File: config.mk
export PLATFORM = sky130hd
export DESIGN_NAME = drt_front
export DESIGN_NICKNAME = d
export VERILOG_FILES = /design/src/design/drt_pkg.sv /design/src/design/drt_front.sv
export SDC_FILE = /design/constraint.sdc
export NUM_CORES = 1
export LEC_CHECK = 0
export BUFFER_PORTS_ARGS = -buffer_cell sky130_fd_sc_hd__buf_2
export CAP_MARGIN = 20
export CORE_MARGIN = 2
export CORE_UTILIZATION = 51
export DETAILED_ROUTE_END_ITERATION = 12
export PLACE_DENSITY = 0.74
export SKIP_LAST_GASP = 1
export SLEW_MARGIN = 20
export SYNTH_ARGS = -nofsm -noshare
export SYNTH_HDL_FRONTEND = slang
export SYNTH_SLANG_ARGS = --single-unit
File: constraint.sdc
create_clock -name clk -period 7.2 [get_ports clk]
set_clock_uncertainty 0.15 [all_clocks]
set_input_delay 1.44 -clock clk [delete_from_list [all_inputs] [get_ports clk]]
set_output_delay 1.44 -clock clk [all_outputs]
set_load 0.02 [all_outputs]
File: src/design/drt_pkg.sv
// Shared types and constants for the damage rectangle transform core.
`timescale 1ns / 1ps
`default_nettype none
package drt_pkg;

	localparam int FIELD_W         = 28;
	localparam int COORD_FRAC_BITS = 8;
	localparam int RATIO_FRAC_BITS = 16;
	localparam int RATIO_W         = RATIO_FRAC_BITS + 1;
	localparam int DEN_W           = FIELD_W - 1;
	localparam int PROD_W          = RATIO_W + 1 + FIELD_W;
	localparam int CW              = 36;
	localparam int PX_W            = 22;
	localparam int OUT_W           = 20;
	localparam int CFG_W           = 15;
	localparam int CFG_IDX_W       = 2;
	localparam int QDEPTH          = 4;
	localparam int QPTR_W          = 2;
	localparam int DCNT_W          = 5;

	localparam logic [CFG_W-1:0] DISP_W_RST        = 15'd1920;
	localparam logic [CFG_W-1:0] DISP_H_RST        = 15'd1080;
	localparam logic [OUT_W-1:0] EXT_MAX           = '1;
	localparam logic [RATIO_W-1:0] RATIO_ONE       = RATIO_W'(1) << RATIO_FRAC_BITS;

	localparam logic [CFG_IDX_W-1:0] REG_DISP_W = 2'd0;
	localparam logic [CFG_IDX_W-1:0] REG_DISP_H = 2'd1;

	typedef enum logic [1:0] {
		REQ_CLEAR   = 2'd0,
		REQ_LOAD    = 2'd1,
		REQ_COMPUTE = 2'd2,
		REQ_NOP     = 2'd3
	} req_t;

	typedef enum logic [2:0] {
		XF_NORMAL  = 3'd0,
		XF_R90     = 3'd1,
		XF_R180    = 3'd2,
		XF_R270    = 3'd3,
		XF_FLIP    = 3'd4,
		XF_FLIP90  = 3'd5,
		XF_FLIP180 = 3'd6,
		XF_FLIP270 = 3'd7
	} xform_t;

	// one queued beat: rect_a is x,y,w,h; dmg is x,y,w,h
	typedef struct packed {
		req_t                      req;
		xform_t                    xf;
		logic [3:0][FIELD_W-1:0]   rect_a;
		logic [3:0][FIELD_W-1:0]   dmg;
	} beat_t;

	typedef struct packed {
		logic             start;
		logic [DEN_W-1:0] num;
		logic [DEN_W-1:0] den;
	} div_req_t;

	typedef struct packed {
		logic               done;
		logic [RATIO_W-1:0] quo;
	} div_rsp_t;

	typedef enum logic [3:0] {
		ST_IDLE,
		ST_PREP,
		ST_DIVS,
		ST_DIVW,
		ST_MAP,
		ST_MUL,
		ST_ACC,
		ST_CLIP,
		ST_FIN
	} bk_state_t;

endpackage
`default_nettype wire

File: src/design/drt_front.sv
// Front end: accepts beats, drops unused request codes, queues the rest.
`timescale 1ns / 1ps
`default_nettype none
module drt_front (
	input  wire logic         clk,
	input  wire logic         arst_n,
	input  wire logic         in_valid,
	output logic              in_stall,
	input  drt_pkg::beat_t    in_beat,
	output logic              q_valid,
	output drt_pkg::beat_t    q_head,
	input  wire logic         q_pop
);

	drt_pkg::beat_t mem_q [drt_pkg::QDEPTH];
	logic [drt_pkg::QPTR_W-1:0] wr_ptr_q, rd_ptr_q;
	logic [drt_pkg::QPTR_W:0]   count_q;
	logic push, accept, full;

	assign full     = (count_q == (drt_pkg::QPTR_W+1)'(drt_pkg::QDEPTH));
	assign in_stall = full;
	assign accept   = in_valid && !full;
	assign push     = accept && (in_beat.req != drt_pkg::REQ_NOP);
	assign q_valid  = (count_q != '0);
	assign q_head   = mem_q[rd_ptr_q];

	always_ff @(posedge clk) begin
		if (push) begin
			mem_q[wr_ptr_q] <= in_beat;
		end
	end

	always_ff @(posedge clk or negedge arst_n) begin
		if (!arst_n) begin
			wr_ptr_q <= '0;
			rd_ptr_q <= '0;
			count_q  <= '0;
		end else begin
			if (push) begin
				wr_ptr_q <= wr_ptr_q + 1'b1;
			end
			if (q_pop) begin
				rd_ptr_q <= rd_ptr_q + 1'b1;
			end
			if (push && !q_pop) begin
				count_q <= count_q + 1'b1;
			end else if (!push && q_pop) begin
				count_q <= count_q - 1'b1;
			end
		end
	end

endmodule
`default_nettype wire

==> metrics list <==
* Outcome: completed
- Total of max-cap violations: 0
* Predominant post-synthesis flop cell: sky130_fd_sc_hd__edfxtp_1
* Number of buffers added on ports: 463
- The routed design has 64.3 mm of wire.
- Final Hold Violating Endpoints: 0
- CTS clock-pin slew for the worst setup and hold paths: 60 ps
- Top cell type by total area after synthesis: sky130_fd_sc_hd__edfxtp_1
* Vias in the first global route: 15.8k
* Total number of clock tree sinks: 923
* Y dimension of the die: 260 um
- Mapped Cells: 1232
* Finished Cell Area: 39700 um^2
- Of all flip-flops after synthesis, the portion carrying an async set or reset was 0.758%.
- CTS root buffer: sky130_fd_sc_hd__clkbuf_16
- Sequential elements use 82.7% of the synthesized area.
- Register bit count reported by yosys: 923
- Pin count of the biggest net entering global routing: 126
- Setup violations remaining at the end of the flow were counted as 0.
- In the finished design, the share of the clock period the worst path needs comes to 66.3%.
* Buffers inserted by post-CTS timing repair: 0
- For the worst setup path, the data arrival time is 3190 ps.
- Worst hold path type: reg2reg
- Crit-path max FO: 82
- Number of flops mapped to enable cells by yosys: 916
* Most frequent standard cell in the layout excluding fill and tap cells: sky130_fd_sc_hd__edfxtp_1
- WL per Instance: 23.9 um
* Sort of element at the end of the critical path: output pin
- Pins Over Slew Limit: 0
- Standard cell area after detailed placement: 36700 um^2
- Cell Count, Final, Fillers Out: 2692
- Area share of the leading cell type in the synthesized netlist: 82.2%
- HPWL after detailed placement: 38.4 mm
- Setup repair after global routing missed its margin: no
- The detailed router placed 14.9k vias in this run.
* Number of CTS-inserted buffers: 90
- Across all hold checks on the routed design, the worst slack comes to 353 ps.
- The most critical setup path has its startpoint at rd_ptr_q[0].
- Fraction of final layout cells sized beyond drive strength 1: 46.0%
* Pin slew with the least headroom to its limit: 951 ps
- Total GRT Usage: 19.0%
* Antenna violations before repair: 16
- H-Tree Level Count: 3
- Nets@finish: 1990
* R2r startpoint: count_q[2]
* Top-level port count: 464
- After floorplanning, the core was divided into 93 placement rows.
* Final cell utilization of the core: 61.4%
* CTS tree: done
- After clock tree synthesis, the repair step resized 0 gates.
- Warnings, synthesis: 0
- Critical path start-end classification: reg2out
- The area growth from synthesis to layout is 18.7%.
* Endpoint required time on the critical path: 5610 ps
- Wire length of the first global-routing pass: 96.0 mm
* Net count after synthesis: 1471
- The number of hold buffers added after CTS was 0.
- Critical Path Start Type: flip-flop
- Final global-route overflow total: 0
- The die covers 67700 um^2.
* Final GP Congestion: 0.727
* Cell Pwr Density: 421 nW/um^2
* Die extent in x: 260 um
- Via density: 5.52
* LEAKAGE: 13.4 nW
- The initial utilization of the core area, before any placement, comes to 51.7%.
* Cell variety after synth: 19
* Hold path startpoint: count_q[2]
- Accumulated negative setup slack: 0 ps
- Std-Cell Core Area: 64700 um^2
- After layout, the worst setup slack is 2420 ps.
* Fillcell total: 4375
* Initial DRC Count: 1213
- Clock latency of the later-clocked register in the worst-skew pair: 630 ps
- Worst setup slack after placement: 2980 ps
- After layout, the design draws a total of 16.7 mW.
* Highest-count cells in the layout ignoring fill and taps: sky130_fd_sc_hd__edfxtp_1 (916), sky130_fd_sc_hd__buf_2 (463), sky130_fd_sc_hd__mux4_2 (229), sky130_fd_sc_hd__clkbuf_16 (92)
* Min Tclk post-route: 4780 ps
* Synthesized area divided by synthesized cell count: 27.2 um^2
- Static timing analysis puts the maximum clock frequency at 209 MHz.
* DRT antenna net count: 0
- The synthesized netlist occupies a cell area of 33500 um^2.
- Across the VDD grid, the largest voltage drop is 0.000360 V.
- The pre-antenna-repair detailed-routing pass consisted of 5 iterations.
- The number of placed instances, taps included, is 2514.
* Post-route DRC violation count: 0
* Normalized max-slew margin: 36.6%
- Number of buffers on the longest clock path: 3
- Yosys attributes the largest share of cell area to sky130_fd_sc_hd__edfxtp_1 (82%), sky130_fd_sc_hd__mux4_2 (15%), sky130_fd_sc_hd__buf_6 (0.74%).
## final timing paths
path	to	cells past startpoint	slack [ps]
max	q_head[21]	3	2420
min	count_q[2]	1	350
max reg2reg	mem_q[0][101]	4	4160
min reg2reg	count_q[2]	1	350
max in group asynchronous	rd_ptr_q[0]	1	6230
min in group asynchronous	rd_ptr_q[1]	1	490
## layer usage
| metal | vias up | wire length (um) | track usage, % |
|---|---|---|---|
| li1 | 6422 | - | - |
| met1 | 7775 | 24000 | 24.6 |
| met2 | 532 | 33200 | 31.2 |
| met3 | 114 | 5660 | 5.81 |
| met4 | 16 | 1380 | 5.97 |
| met5 | - | 95 | 0 |
## sequential cells by signal (all words and copies together), names as in the netlist
signal / count
count_q: 3
mem_q: 916
rd_ptr_q: 2
wr_ptr_q: 2
## report_power, final
group          leakage, nW  switching, mW  internal, mW  total [mW]
combinational         3.52           2.98          1.99        4.97
clock                 1.44           1.91          2.72        4.63
sequential            8.43          0.317          6.83        7.15
total                 13.4           5.20          11.5        16.7
## cell usage after synthesis, drive strengths merged, types with 2 or more instances
cell / number
and2: 4
buf: 48
clkbuf: 4
dfrtp: 7
edfxtp: 916
ha: 5
inv: 5
mux2: 2
mux4: 229
xnor2: 3
xor2: 3
## kinds of logic (layout without fill, tap and decap cells)
kind of cell             after synthesis  in the layout  share of synthesized area, %
multiplexers                         231            231                          15.5
XOR/XNOR                               6              6                         0.157
flip-flops                           923            923                          82.7
other                                  0             10                             0
AO/OA/AOI/OAI                          1              1                        0.0374
buffers and inverters                 57            652                          1.25
adder cells (fa/ha/maj)                6              6                         0.247
AND/OR/NAND/NOR                        8              8                         0.138
## layout make-up
class,instances,area (um^2),share of cell area [%]
sequential,923,27700,69.7
multi-input combinational,252,5380,13.5
timing repair buffer,479,2570,6.48
clock buffer,114,2380,6.00
tap,855,1070,2.69
clock inverter,54,597,1.50
antenna,10,25.0,0.0630
inverter,5,18.8,0.0472
## critical path, stage by stage, from the launching register on
cell                      delay (ps)
sky130_fd_sc_hd__dfrtp_4        1040
sky130_fd_sc_hd__buf_12          570
sky130_fd_sc_hd__mux4_2          630
sky130_fd_sc_hd__buf_2           190
Power figures use the tool's default switching activity.
